### src/bdre_pkg.sv
`default_nettype none
package bdre_pkg;

   // Width of the configuration register.
   localparam int CSR_WIDTH = 6;

   // Pending counts travel between the parts at the width of the largest build.
   localparam int PEND_CNT_WIDTH = 8;

   // Width of the run offset on the result channel.
   localparam int OFFSET_WIDTH = 32;

   // Result kinds.
   localparam logic KIND_DATA  = 1'b0;
   localparam logic KIND_CLOSE = 1'b1;

   // One command from the classifier to the emitter.
   typedef struct packed {
      logic                      close_first;
      logic                      emit_mod;
      logic                      close_last;
      logic [PEND_CNT_WIDTH-1:0] flush_cnt;
      logic [7:0]                mod_byte;
      logic [OFFSET_WIDTH-1:0]   run_offset;
   } bdre_cmd_type;

endpackage
`default_nettype wire

### src/byte_diff_run_extractor_unit.sv
`default_nettype none
// Byte diff run extractor.
// The req channel carries one byte pair per beat: the original byte, the modified
// byte, a flag telling whether the original stream still has a byte at this address,
// and an end-of-stream flag on the final modified byte. The rsp channel returns the
// differing runs: data beats carry a modified byte with the run's start address, a
// close beat (kind 1) ends each run, and last marks the final beat caused by one req.
// The csr channel writes the compare size; it is taken at any time and is meant to be
// written while the block is idle.
// The command for a req passes through the command queue and the emitter's sequencer
// state before the rsp output register raises rsp_valid. The emitter takes each command
// from the queue while idle and then sends its beats; reqs that cause no beat are not
// queued. A req that releases held matching bytes streams them one per cycle from the
// pending RAM while rsp is not stalled, and further reqs wait until that flush has left
// the RAM, since the next matching bytes reuse its entries.
// A two-entry command queue and the rsp output register let req keep flowing while
// rsp stalls; when both fill, req_ready drops and nothing is lost.
// Reset clears the address counter, the run state and the queue, and sets the
// compare size to one. The pending RAM needs no clearing.
module byte_diff_run_extractor_unit #(
   parameter int MAX_COMPARE = 32,
   parameter int ADDR_WIDTH  = 32
) (
   input  wire logic                              clock,
   input  wire logic                              reset,
   input  wire logic                              csr_valid,
   output logic                                   csr_ready,
   input  wire logic [bdre_pkg::CSR_WIDTH-1:0]    csr_data,
   input  wire logic                              req_valid,
   output logic                                   req_ready,
   input  wire logic [7:0]                        req_original_byte,
   input  wire logic [7:0]                        req_modified_byte,
   input  wire logic                              req_original_present,
   input  wire logic                              req_end_of_stream,
   output logic                                   rsp_valid,
   input  wire logic                              rsp_ready,
   output logic                                   rsp_kind,
   output logic      [bdre_pkg::OFFSET_WIDTH-1:0] rsp_run_offset,
   output logic      [7:0]                        rsp_data_byte,
   output logic                                   rsp_last
);
   import bdre_pkg::*;

   localparam int CNT_WIDTH = (MAX_COMPARE > 1) ? $clog2(MAX_COMPARE) : 1;

   logic                 queue_full;
   logic                 queue_empty;
   logic                 push;
   logic                 pop;
   bdre_cmd_type         push_cmd;
   bdre_cmd_type         head_cmd;
   logic                 flush_done;
   logic                 ram_wr_en;
   logic [CNT_WIDTH-1:0] ram_wr_addr;
   logic [7:0]           ram_wr_data;
   logic [CNT_WIDTH-1:0] ram_rd_addr;
   logic [7:0]           ram_rd_data;

   // Classifier: compares byte pairs, tracks runs and holds matching bytes.
   bdre_front #(
      .MAX_COMPARE (MAX_COMPARE),
      .ADDR_WIDTH  (ADDR_WIDTH)
   ) u_front (
      .clock                (clock),
      .reset                (reset),
      .csr_valid            (csr_valid),
      .csr_ready            (csr_ready),
      .csr_data             (csr_data),
      .req_valid            (req_valid),
      .req_ready            (req_ready),
      .req_original_byte    (req_original_byte),
      .req_modified_byte    (req_modified_byte),
      .req_original_present (req_original_present),
      .req_end_of_stream    (req_end_of_stream),
      .queue_full           (queue_full),
      .push                 (push),
      .push_cmd             (push_cmd),
      .flush_done           (flush_done),
      .ram_wr_en            (ram_wr_en),
      .ram_wr_addr          (ram_wr_addr),
      .ram_wr_data          (ram_wr_data)
   );

   // Pending bytes of the open run.
   bdre_ram #(
      .WIDTH (8),
      .DEPTH (MAX_COMPARE)
   ) u_pending_ram (
      .clock   (clock),
      .wr_en   (ram_wr_en),
      .wr_addr (ram_wr_addr),
      .wr_data (ram_wr_data),
      .rd_addr (ram_rd_addr),
      .rd_data (ram_rd_data)
   );

   // Command queue between the two halves.
   bdre_queue u_queue (
      .clock    (clock),
      .reset    (reset),
      .push     (push),
      .push_cmd (push_cmd),
      .pop      (pop),
      .head     (head_cmd),
      .full     (queue_full),
      .empty    (queue_empty)
   );

   // Emitter: turns commands into rsp beats.
   bdre_back #(
      .MAX_COMPARE (MAX_COMPARE)
   ) u_back (
      .clock          (clock),
      .reset          (reset),
      .q_empty        (queue_empty),
      .q_head         (head_cmd),
      .q_pop          (pop),
      .rd_addr        (ram_rd_addr),
      .rd_data        (ram_rd_data),
      .flush_done     (flush_done),
      .rsp_valid      (rsp_valid),
      .rsp_ready      (rsp_ready),
      .rsp_kind       (rsp_kind),
      .rsp_run_offset (rsp_run_offset),
      .rsp_data_byte  (rsp_data_byte),
      .rsp_last       (rsp_last)
   );

endmodule
`default_nettype wire

### src/bdre_ram.sv
`default_nettype none
module bdre_ram #(
   parameter int WIDTH = 8,
   parameter int DEPTH = 32,
   localparam int AW = (DEPTH > 1) ? $clog2(DEPTH) : 1
) (
   input  wire logic             clock,
   input  wire logic             wr_en,
   input  wire logic [AW-1:0]    wr_addr,
   input  wire logic [WIDTH-1:0] wr_data,
   input  wire logic [AW-1:0]    rd_addr,
   output logic      [WIDTH-1:0] rd_data
);

   logic [WIDTH-1:0] mem_ff [DEPTH];
   logic [WIDTH-1:0] rd_data_ff;

   // Single write port, registered read port.
   always_ff @(posedge clock) begin
      if (wr_en) begin
         mem_ff[wr_addr] <= wr_data;
      end
      rd_data_ff <= mem_ff[rd_addr];
   end

   assign rd_data = rd_data_ff;

endmodule
`default_nettype wire

### src/bdre_front.sv
`default_nettype none
module bdre_front #(
   parameter int MAX_COMPARE = 32,
   parameter int ADDR_WIDTH  = 32,
   localparam int CNT_WIDTH = (MAX_COMPARE > 1) ? $clog2(MAX_COMPARE) : 1
) (
   input  wire logic                           clock,
   input  wire logic                           reset,
   input  wire logic                           csr_valid,
   output logic                                csr_ready,
   input  wire logic [bdre_pkg::CSR_WIDTH-1:0] csr_data,
   input  wire logic                           req_valid,
   output logic                                req_ready,
   input  wire logic [7:0]                     req_original_byte,
   input  wire logic [7:0]                     req_modified_byte,
   input  wire logic                           req_original_present,
   input  wire logic                           req_end_of_stream,
   input  wire logic                           queue_full,
   output logic                                push,
   output bdre_pkg::bdre_cmd_type              push_cmd,
   input  wire logic                           flush_done,
   output logic                                ram_wr_en,
   output logic      [CNT_WIDTH-1:0]           ram_wr_addr,
   output logic      [7:0]                     ram_wr_data
);
   import bdre_pkg::*;

   logic [CSR_WIDTH-1:0]  compare_size_ff, compare_size_in;
   logic [ADDR_WIDTH-1:0] addr_ff, addr_in;
   logic                  run_open_ff, run_open_in;
   logic [ADDR_WIDTH-1:0] run_start_ff, run_start_in;
   logic [CNT_WIDTH-1:0]  gap_ff, gap_in;
   logic [CNT_WIDTH-1:0]  pcnt_ff, pcnt_in;
   logic                  flush_pend_ff, flush_pend_in;

   logic                  accept;
   logic                  match;
   logic [8:0]            cs_ext;
   logic [8:0]            eff;
   logic [CNT_WIDTH-1:0]  gap_new;
   logic                  close_first;
   logic                  close_last;

   assign csr_ready = 1'b1;
   assign req_ready = !queue_full && !flush_pend_ff;
   assign accept    = req_valid && req_ready;
   assign match     = req_original_present && (req_original_byte == req_modified_byte);

   // Clamp the compare size to 1..MAX_COMPARE and derive the bridging budget.
   always_comb begin
      cs_ext = 9'(compare_size_ff);
      if (cs_ext == 9'd0) begin
         eff = 9'd1;
      end else if (cs_ext > 9'(MAX_COMPARE)) begin
         eff = 9'(MAX_COMPARE);
      end else begin
         eff = cs_ext;
      end
      gap_new = CNT_WIDTH'(eff - 9'd1);
   end

   // Classify the beat and work out the next state.
   always_comb begin
      compare_size_in = compare_size_ff;
      addr_in         = addr_ff;
      run_open_in     = run_open_ff;
      run_start_in    = run_start_ff;
      gap_in          = gap_ff;
      pcnt_in         = pcnt_ff;
      flush_pend_in   = flush_pend_ff;
      close_first     = 1'b0;
      close_last      = 1'b0;
      ram_wr_en       = 1'b0;
      push            = 1'b0;

      if (csr_valid) begin
         compare_size_in = csr_data;
      end
      if (flush_done) begin
         flush_pend_in = 1'b0;
      end

      if (accept) begin
         if (match) begin
            if (gap_ff == '0) begin
               // Bridging allowance is used up: the run closes here.
               close_first = run_open_ff;
               run_open_in = 1'b0;
               pcnt_in     = '0;
            end else begin
               // Hold the matching byte until the next difference decides.
               ram_wr_en = 1'b1;
               pcnt_in   = pcnt_ff + 1'b1;
               gap_in    = gap_ff - 1'b1;
            end
         end else begin
            gap_in = gap_new;
            if (!run_open_ff) begin
               run_open_in  = 1'b1;
               run_start_in = addr_ff;
            end
            pcnt_in = '0;
            if (pcnt_ff != '0) begin
               flush_pend_in = 1'b1;
            end
         end

         // The address counter saturates at its top value.
         if (addr_ff != {ADDR_WIDTH{1'b1}}) begin
            addr_in = addr_ff + 1'b1;
         end

         if (req_end_of_stream) begin
            close_last   = run_open_in;
            addr_in      = '0;
            run_open_in  = 1'b0;
            run_start_in = '0;
            gap_in       = '0;
            pcnt_in      = '0;
         end

         push = close_first || !match || close_last;
      end
   end

   // Command for the emitter.
   always_comb begin
      push_cmd.close_first = close_first;
      push_cmd.emit_mod    = !match;
      push_cmd.close_last  = close_last;
      push_cmd.flush_cnt   = match ? '0 : PEND_CNT_WIDTH'(pcnt_ff);
      push_cmd.mod_byte    = req_modified_byte;
      push_cmd.run_offset  = (!match && !run_open_ff) ?
                             OFFSET_WIDTH'(addr_ff) : OFFSET_WIDTH'(run_start_ff);
   end

   assign ram_wr_addr = pcnt_ff;
   assign ram_wr_data = req_modified_byte;

   always_ff @(posedge clock) begin
      if (reset) begin
         compare_size_ff <= CSR_WIDTH'(1);
         addr_ff         <= '0;
         run_open_ff     <= 1'b0;
         run_start_ff    <= '0;
         gap_ff          <= '0;
         pcnt_ff         <= '0;
         flush_pend_ff   <= 1'b0;
      end else begin
         compare_size_ff <= compare_size_in;
         addr_ff         <= addr_in;
         run_open_ff     <= run_open_in;
         run_start_ff    <= run_start_in;
         gap_ff          <= gap_in;
         pcnt_ff         <= pcnt_in;
         flush_pend_ff   <= flush_pend_in;
      end
   end

endmodule
`default_nettype wire

### src/bdre_queue.sv
`default_nettype none
module bdre_queue (
   input  wire logic                   clock,
   input  wire logic                   reset,
   input  wire logic                   push,
   input  wire bdre_pkg::bdre_cmd_type push_cmd,
   input  wire logic                   pop,
   output bdre_pkg::bdre_cmd_type      head,
   output logic                        full,
   output logic                        empty
);
   import bdre_pkg::*;

   bdre_cmd_type slot_ff [2];
   logic         wr_ptr_ff, wr_ptr_in;
   logic         rd_ptr_ff, rd_ptr_in;
   logic [1:0]   count_ff, count_in;

   assign full  = (count_ff == 2'd2);
   assign empty = (count_ff == 2'd0);
   assign head  = slot_ff[rd_ptr_ff];

   // Two-entry command queue between classifier and emitter.
   always_comb begin
      wr_ptr_in = wr_ptr_ff;
      rd_ptr_in = rd_ptr_ff;
      count_in  = count_ff;
      if (push) begin
         wr_ptr_in = !wr_ptr_ff;
      end
      if (pop) begin
         rd_ptr_in = !rd_ptr_ff;
      end
      if (push && !pop) begin
         count_in = count_ff + 2'd1;
      end else if (pop && !push) begin
         count_in = count_ff - 2'd1;
      end
   end

   always_ff @(posedge clock) begin
      if (push) begin
         slot_ff[wr_ptr_ff] <= push_cmd;
      end
   end

   always_ff @(posedge clock) begin
      if (reset) begin
         wr_ptr_ff <= 1'b0;
         rd_ptr_ff <= 1'b0;
         count_ff  <= 2'd0;
      end else begin
         wr_ptr_ff <= wr_ptr_in;
         rd_ptr_ff <= rd_ptr_in;
         count_ff  <= count_in;
      end
   end

endmodule
`default_nettype wire

### src/bdre_back.sv
`default_nettype none
module bdre_back #(
   parameter int MAX_COMPARE = 32,
   localparam int CNT_WIDTH = (MAX_COMPARE > 1) ? $clog2(MAX_COMPARE) : 1
) (
   input  wire logic                              clock,
   input  wire logic                              reset,
   input  wire logic                              q_empty,
   input  wire bdre_pkg::bdre_cmd_type            q_head,
   output logic                                   q_pop,
   output logic      [CNT_WIDTH-1:0]              rd_addr,
   input  wire logic [7:0]                        rd_data,
   output logic                                   flush_done,
   output logic                                   rsp_valid,
   input  wire logic                              rsp_ready,
   output logic                                   rsp_kind,
   output logic      [bdre_pkg::OFFSET_WIDTH-1:0] rsp_run_offset,
   output logic      [7:0]                        rsp_data_byte,
   output logic                                   rsp_last
);
   import bdre_pkg::*;

   localparam logic [2:0] S_IDLE   = 3'd0;
   localparam logic [2:0] S_CLOSE1 = 3'd1;
   localparam logic [2:0] S_FLUSH  = 3'd2;
   localparam logic [2:0] S_MOD    = 3'd3;
   localparam logic [2:0] S_CLOSE2 = 3'd4;

   logic [2:0]            phase_ff, phase_in;
   bdre_cmd_type          cmd_ff, cmd_in;
   logic [CNT_WIDTH-1:0]  idx_ff, idx_in;

   logic                  valid_ff, valid_in;
   logic                  kind_ff, kind_in;
   logic [OFFSET_WIDTH-1:0] offset_ff;
   logic [7:0]            data_ff, data_in;
   logic                  last_ff, last_in;

   logic                  can_load;
   logic                  load;

   assign can_load = !valid_ff || rsp_ready;

   // Sequencer: one result beat per cycle from the current command while rsp is not stalled.
   always_comb begin
      phase_in   = phase_ff;
      cmd_in     = cmd_ff;
      idx_in     = idx_ff;
      q_pop      = 1'b0;
      flush_done = 1'b0;
      load       = 1'b0;
      kind_in    = KIND_DATA;
      data_in    = 8'd0;
      last_in    = 1'b0;

      case (phase_ff)
         S_IDLE: begin
            if (!q_empty) begin
               q_pop  = 1'b1;
               cmd_in = q_head;
               idx_in = '0;
               if (q_head.close_first) begin
                  phase_in = S_CLOSE1;
               end else if (q_head.flush_cnt != '0) begin
                  phase_in = S_FLUSH;
               end else if (q_head.emit_mod) begin
                  phase_in = S_MOD;
               end else begin
                  phase_in = S_CLOSE2;
               end
            end
         end
         S_CLOSE1: begin
            if (can_load) begin
               load     = 1'b1;
               kind_in  = KIND_CLOSE;
               last_in  = !cmd_ff.close_last;
               phase_in = cmd_ff.close_last ? S_CLOSE2 : S_IDLE;
            end
         end
         S_FLUSH: begin
            if (can_load) begin
               load    = 1'b1;
               data_in = rd_data;
               if (PEND_CNT_WIDTH'(idx_ff) + 1'b1 == cmd_ff.flush_cnt) begin
                  phase_in   = S_MOD;
                  flush_done = 1'b1;
               end else begin
                  idx_in = idx_ff + 1'b1;
               end
            end
         end
         S_MOD: begin
            if (can_load) begin
               load     = 1'b1;
               data_in  = cmd_ff.mod_byte;
               last_in  = !cmd_ff.close_last;
               phase_in = cmd_ff.close_last ? S_CLOSE2 : S_IDLE;
            end
         end
         S_CLOSE2: begin
            if (can_load) begin
               load     = 1'b1;
               kind_in  = KIND_CLOSE;
               last_in  = 1'b1;
               phase_in = S_IDLE;
            end
         end
         default: begin
            phase_in = S_IDLE;
         end
      endcase

      valid_in = load || (valid_ff && !rsp_ready);
   end

   // The read address follows the next index, so the registered data matches idx_ff.
   assign rd_addr = idx_in;

   always_ff @(posedge clock) begin
      cmd_ff <= cmd_in;
      if (load) begin
         kind_ff   <= kind_in;
         offset_ff <= cmd_ff.run_offset;
         data_ff   <= data_in;
         last_ff   <= last_in;
      end
   end

   always_ff @(posedge clock) begin
      if (reset) begin
         phase_ff <= S_IDLE;
         idx_ff   <= '0;
         valid_ff <= 1'b0;
      end else begin
         phase_ff <= phase_in;
         idx_ff   <= idx_in;
         valid_ff <= valid_in;
      end
   end

   assign rsp_valid      = valid_ff;
   assign rsp_kind       = kind_ff;
   assign rsp_run_offset = offset_ff;
   assign rsp_data_byte  = data_ff;
   assign rsp_last       = last_ff;

endmodule
`default_nettype wire

### config.mk
export PLATFORM = sky130hd
export DESIGN_NAME = byte_diff_run_extractor_unit
export DESIGN_NICKNAME = d
export VERILOG_FILES = /design/src/bdre_pkg.sv /design/src/byte_diff_run_extractor_unit.sv /design/src/bdre_ram.sv /design/src/bdre_front.sv /design/src/bdre_queue.sv /design/src/bdre_back.sv
export SDC_FILE = /design/constraint.sdc
export NUM_CORES = 1
export LEC_CHECK = 0
export ABC_AREA = 1
export BUFFER_PORTS_ARGS = -buffer_cell sky130_fd_sc_hd__buf_2
export CORE_ASPECT_RATIO = 1.5
export CORE_MARGIN = 4
export CORE_UTILIZATION = 30
export DETAILED_ROUTE_END_ITERATION = 12
export GPL_TIMING_DRIVEN = 0
export PLACE_DENSITY = 0.55
export SYNTH_ARGS = -nofsm -noshare
export SYNTH_HDL_FRONTEND = slang
export SYNTH_HIERARCHICAL = 1
export SYNTH_SLANG_ARGS = --single-unit
### constraint.sdc
create_clock -name clock -period 5.1 [get_ports clock]
set_clock_uncertainty 0.05 [all_clocks]
set_input_delay 1.02 -clock clock [delete_from_list [all_inputs] [get_ports clock]]
set_output_delay 1.02 -clock clock [all_outputs]
set_load 0.02 [all_outputs]
==> impl_metrics.ini, run 1 <==
[status]
outcome = complete, no violations

[sta]
worstMarginPinSlew_ps = 997.1
tns_ps = 0
finalCritPeriodShare_pct = 77.19
rsz0062_at_grt = false
max-slew-margin-rel_pct = 33.28
hold_viol = 0
setup_ws_ps = 1163
max_freq_ghz = 0.2540
setup_viol = 0
final_max_slew_viol_count = 0
fin_crit_ps = 3937

[critical_path]
end_kind = flip-flop
cp.arrival_ps = 4100
worst-setup-path-type = flip-flop to flip-flop
cp-start-kind = flip-flop
crit_path_max_fanout = 8
required_ps = 5270

[final_layout]
area_delta_synth_final_pct = 15.25
fillers = 7750
nets = 2277
drive_above_1_share_pct = 15.27

[floorplanning]
die_area_um2 = 82420
dieHeight_um = 349.6
die_w_um = 235.8
ios = 74
rows = 125
start_util_pct = 30.21
core_um2 = 77260

[routing]
via_count = 15570
wire_per_inst_um = 18.93
routed_via_density = 4.714
first_pass_iters = 6
drc = 0
drt_iter0_drc = 1139
antenna_left = 0
wl_um = 62520

[clock_network]
clkTransAtPathRegs_ps = 70
cts.sinks = 553
cts_hold_buffers = 0
cts_max_level = 2
clock_latency_ps = 600
cts_tree = done
cts-root-buf = clkbuf_16
clock_path_buffers = 3
postCtsSetupBuffers = 0
cts_inserted_buffers = 53
postCtsResizedCells = 0

[worst_hold_path]
hold_class = flip-flop to flip-flop

[flow_run]
max_cap_violations = 0

[global_route]
grt_pass1_wl_um = 94500
antenna_found_initial = 3
grt_usage_pct = 14.83
grt-ovfl-total = 0
grt_max_degree = 34
grt_pass1_vias = 16170

[logic_synthesis]
ys_top_cells_by_area = edfxtp_1, nand2_1, dfxtp_1
synth_edf_count = 449
yosysMostFrequentCell = nand2_1
avgSynthCellArea_um2 = 11.08
ys.flop_type = edfxtp_1
syn_area_um2 = 23340
ys_seq_area_share_pct = 66.68
synthCells = 2107
synth_top_area_share_pct = 57.76
ys_types = 50
synth_commonest_cells = nand2_1, edfxtp_1, nand3_1, nor2_1, inv_1
synthArstFlopShare_pct = 0
yosysTopAreaCell = edfxtp_1
ys_ff_latch = 553
yosysWarningCount = 6

[power_and_ir_drop]
power_density_nw_per_um2 = 519.2
vdd_drop_max_v = 0.0002903
p_leak_nw = 9.775

[placed_design]
dp_hpwl_um = 45350
io_buffers = 72
place_congestion = 0.8959
dp_slack_ps = 761.6
## where the power goes
part / total (W) / leakage [nW] / switching (W) / internal (W)
clock network: 0.00401 / 0.854 / 0.00168 / 0.00233
registers: 0.00582 / 4.96 / 0.000188 / 0.00563
logic: 0.00413 / 3.96 / 0.00275 / 0.00139
total: 0.0140 / 9.78 / 0.00462 / 0.00935
## metrics by stage
stage	hold WS [ps]	util, %	power [W]	instance area [µm²]	cells
finish	372.1	34.82	0.01397	26900	3303
global route	386.1	34.81	0.01469	26900	3302
CTS	373.9	34.81	0.01415	26900	3302
detailed placement	356.8	32.51	0.01009	25120	3203
global placement	359.0	32.33	0.009992	24980	3197
floorplan	350.3	-	0.008598	23350	2109
## area by class of cell
type	count	area [µm²]	share of cell area [%]
sequential	553	15560	57.86
multi-input combinational	1321	6457	24.00
clock buffer	77	1518	5.642
tap	1016	1271	4.726
buffer	106	849.6	3.158
inverter	129	491.7	1.828
timing repair buffer	78	480.5	1.786
clock inverter	22	265.3	0.9860
antenna	1	2.502	0.009302
## worst max-delay path, stage by stage, from the launching register on
cell	delay, ps
dfxtp_1	330
inv_1	70
nor2_1	40
nor2_1	300
nand2_1	290
inv_1	420
nand3_1	210
nor2_1	410
nand3_1	490
nor2_1	930
## layer usage
layer | part of all wire, % | vias to the layer above | global-route usage [%]
li1 | - | 7456 | -
met3 | 4.0 | 131 | 1.916
met4 | 4.0 | 0 | 5.468
met1 | 36 | 7518 | 15.59
met5 | 0 | - | 0
met2 | 56 | 465 | 29.78
## cell usage in the layout, fill, tap and decap left out, types with 3 or more instances in the layout
master / count
nand2_1: 630
edfxtp_1: 449
nand3_1: 274
nor2_1: 118
inv_1: 117
dfxtp_1: 104
buf_2: 94
a21oi_1: 70
o21ai_0: 68
clkbuf_16: 54
mux2_4: 50
clkbuf_1: 32
buf_6: 32
buf_4: 27
nor3_1: 21
nand4_1: 14
buf_12: 11
clkbuf_8: 8
nand2_2: 8
inv_2: 8
nor2_2: 7
a21oi_2: 7
clkinv_1: 6
nor2_4: 6
ha_1: 6
clkinvlp_4: 5
bufinv_16: 5
clkinv_2: 4
conb_1: 4
inv_6: 3
or2_2: 3
nor3_2: 3
nor4_1: 3
and3_1: 3
## sequential cells by signal, indices dropped and copies added, names as in the netlist, named ones only
register and cells:
u_back/cmd_ff 49, u_back/idx_ff 5, u_back/phase_ff 3, u_back/rsp_data_byte 8, u_back/rsp_kind 1, u_back/rsp_last 1, u_back/rsp_run_offset 32, u_back/rsp_valid 1
u_front/addr_ff 32, u_front/compare_size_ff 6, u_front/flush_pend_ff 1, u_front/gap_ff 5, u_front/ram_wr_addr 5, u_front/run_open_ff 1, u_front/run_start_ff 32, u_pending_ram/mem_ff 256
u_pending_ram/rd_data 8, u_queue/count_ff 2, u_queue/rd_ptr_ff 1, u_queue/slot_ff 102, u_queue/wr_ptr_ff 1
## path summary, 6_finish.rpt
check | from | to | slack (ps) | cells past startpoint
setup / recovery | u_queue/count_ff[1] | u_pending_ram/mem_ff[11][4] | 1160 | 9
hold / removal | u_back/cmd_ff[12] | u_back/rsp_run_offset[12] | 370 | 0
setup reg to reg | u_queue/count_ff[1] | u_pending_ram/mem_ff[11][4] | 1160 | 9
hold reg to reg | u_back/cmd_ff[12] | u_back/rsp_run_offset[12] | 370 | 0
## cells by family after synthesis
family,after synthesis,share of synthesized area (%)
fa+ha+maj,6,0.3216
flops,553,66.68
xor+xnor,4,0.1501
simple gates,1101,20.21
other cells,2,0.03217
buf+inv,235,5.747
mux,51,3.265
compound gates,155,3.592
Note: power is estimated with default switching activity, not from simulation.
==> inputs of run 2 (changes only) <==
--- a/config.mk
+++ b/config.mk
@@ -12,7 +12,7 @@
 export CORE_UTILIZATION = 30
 export DETAILED_ROUTE_END_ITERATION = 12
 export GPL_TIMING_DRIVEN = 0
-export PLACE_DENSITY = 0.55
+export PLACE_DENSITY = 0.57
 export SYNTH_ARGS = -nofsm -noshare
 export SYNTH_HDL_FRONTEND = slang
 export SYNTH_HIERARCHICAL = 1
==> constraint.sdc (replaced) <==
create_clock -name clock -period 3.3 [get_ports clock]
set_clock_uncertainty 0.05 [all_clocks]
set_input_delay 0.66 -clock clock [delete_from_list [all_inputs] [get_ports clock]]
set_output_delay 0.66 -clock clock [all_outputs]
set_load 0.02 [all_outputs]
==> impl_metrics.ini, run 2 (synthesis results as in run 1) <==
[status]
outcome = complete, no violations

[clock_network]
clock_latency_ps = 590
cts_max_level = 2
cts-root-buf = clkbuf_16
cts_hold_buffers = 0
clock_path_buffers = 3
cts_tree = done
cts_inserted_buffers = 55
clkTransAtPathRegs_ps = 60
cts.sinks = 553

[sta]
fin_hold_ws_ps = 252.5
hold_viol = 0
finalCritPeriodShare_pct = 94.86
max-slew-margin-rel_pct = 40.62
rsz0062_at_grt = false
fin_crit_ps = 3130
worstMarginPinSlew_ps = 888.6
setup_viol = 0
final_max_slew_viol_count = 0
tns_ps = 0
max_freq_ghz = 0.3194

[critical_path]
endpoint = u_pending_ram/mem_ff[19][4]
ff2ff_setup_slack_ps = 170
reg2reg_depth = 8
r2r-end = u_pending_ram/mem_ff[19][4]
rr_startpoint = u_queue/count_ff[0]
worst-setup-path-type = flip-flop to flip-flop
crit_path_max_fanout = 8
crit_slowest_cell = nor2_4
end_kind = flip-flop
cp-start-kind = flip-flop
crit_start = u_queue/count_ff[0]
crit_path_cell_trace = nor2_1 > nor2_1 > nand2_1 > clkinvlp_4 > nand3_1 > nor2_4 > nand3_4 > nor2_4
slowest_delay_ps = 410
required_ps = 3510
cp.arrival_ps = 3340

[final_layout]
reg_top3 = u_pending_ram/mem_ff (256), u_queue/slot_ff (102), u_back/cmd_ff (49)
final_area_um2 = 27280
drive_above_1_share_pct = 17.79
area_delta_synth_final_pct = 16.88
nets = 2278
largest_reg_flops = 256
fillers = 7673
mostFrequentLayoutCells = nand2_1, edfxtp_1, nand3_1
regMostFlops = u_pending_ram/mem_ff
layout_commonest_cell = nand2_1
fin_util_pct = 35.31

[placed_design]
place_congestion = 0.9119
postPlaceCellArea_um2 = 25100
io_buffers = 72
dp_hpwl_um = 44150

[power_and_ir_drop]
seq_power_share_pct = 41.6
combPwrFrac_pct = 29.3
switching_share_pct = 32.90
power_frac_clock_pct = 29.1
p_int_w = 0.01456
finalPower_w = 0.02170
p_sw_w = 0.007141
p_leak_nw = 9.846
vdd_drop_max_v = 0.0005217
power_density_nw_per_um2 = 795.5

[global_route]
grt-ovfl-total = 0
grt_pass1_vias = 15770
antenna_found_initial = 2
grt_pass1_wl_um = 92360
grt_usage_pct = 14.46
grt_max_degree = 33

[routing]
antenna_left = 0
wire_per_inst_um = 18.43
drc = 0
wl_um = 60920
via_count = 15600
first_pass_iters = 6
routed_via_density = 4.719
drt_iter0_drc = 986

[floorplanning]
core_um2 = 77260
die_w_um = 235.8
dieHeight_um = 349.6
ios = 74
die_area_um2 = 82420
start_util_pct = 30.21
rows = 125

[flow_run]
max_cap_violations = 0

[worst_hold_path]
hold_class = input port to flip-flop
run 2: power by group through the flow:
stage / Sequential, W / Clock (W) / Combinational, W
final: 0.00903 / 0.00631 / 0.00637
after global routing: 0.00913 / 0.00679 / 0.00692
after CTS: 0.00907 / 0.00648 / 0.00641
after detailed placement: 0.00920 / 0 / 0.00639
after global placement: 0.00925 / 0 / 0.00614
after floorplan: 0.00942 / 0 / 0.00386
run 2: per-layer routing:
layer  vias up  GRT usage [%]  wire length, µm
li1       7486              -                -
met1      7580          15.26            22000
met2       413          28.84            34090
met3       118          1.971             2480
met4         0          5.396             2351
met5         -              0                0
run 2: worst min-delay path by stage:
| stage | start | endpoint | slack [ps] | cells past startpoint |
|---|---|---|---|---|
| CTS | csr_data[0] | u_front/compare_size_ff[0] | 220 | 3 |
| global placement | u_back/cmd_ff[3] | u_back/rsp_run_offset[3] | 360 | 0 |
| finish | csr_data[0] | u_front/compare_size_ff[0] | 250 | 3 |
| global route | csr_data[0] | u_front/compare_size_ff[0] | 230 | 3 |
| floorplan | u_back/cmd_ff[0] | u_back/rsp_run_offset[0] | 350 | 0 |
| detailed placement | u_back/cmd_ff[12] | u_back/rsp_run_offset[12] | 350 | 0 |
run 2: layout make-up:
cell class	instances	area, µm²	area share [%]
Antenna cell	1	2.502	0.009173
Multi-Input combinational cell	1321	6758	24.77
Tap cell	1016	1271	4.660
Inverter	129	495.5	1.816
Clock buffer	67	1503	5.508
Timing Repair Buffer	78	480.5	1.761
Sequential cell	553	15570	57.06
Buffer	105	867.1	3.178
Clock inverter	35	337.8	1.238
run 2: timing repair:
item                       in CTS  in global routing
pin swaps                       0                  2
cloned                          0                  0
resized for setup              70                 23
setup endpoints to repair     262                264
buffers inserted                0                  1
run 2: worst max-delay path, delay by kind of cell (launching register included):
kind | cells | cell delay, ps
flip-flops | 1 | 380
buffers and inverters | 1 | 320
AND/OR/NAND/NOR | 7 | 2000
run 2: metrics by stage:
stage                     instances  worst slack (ps)
after global routing           3304            0.1623
final                          3305             169.5
after CTS                      3304            -132.9
after global placement         3197             -1104
after detailed placement       3202            -651.7
after floorplan                2109             98.27
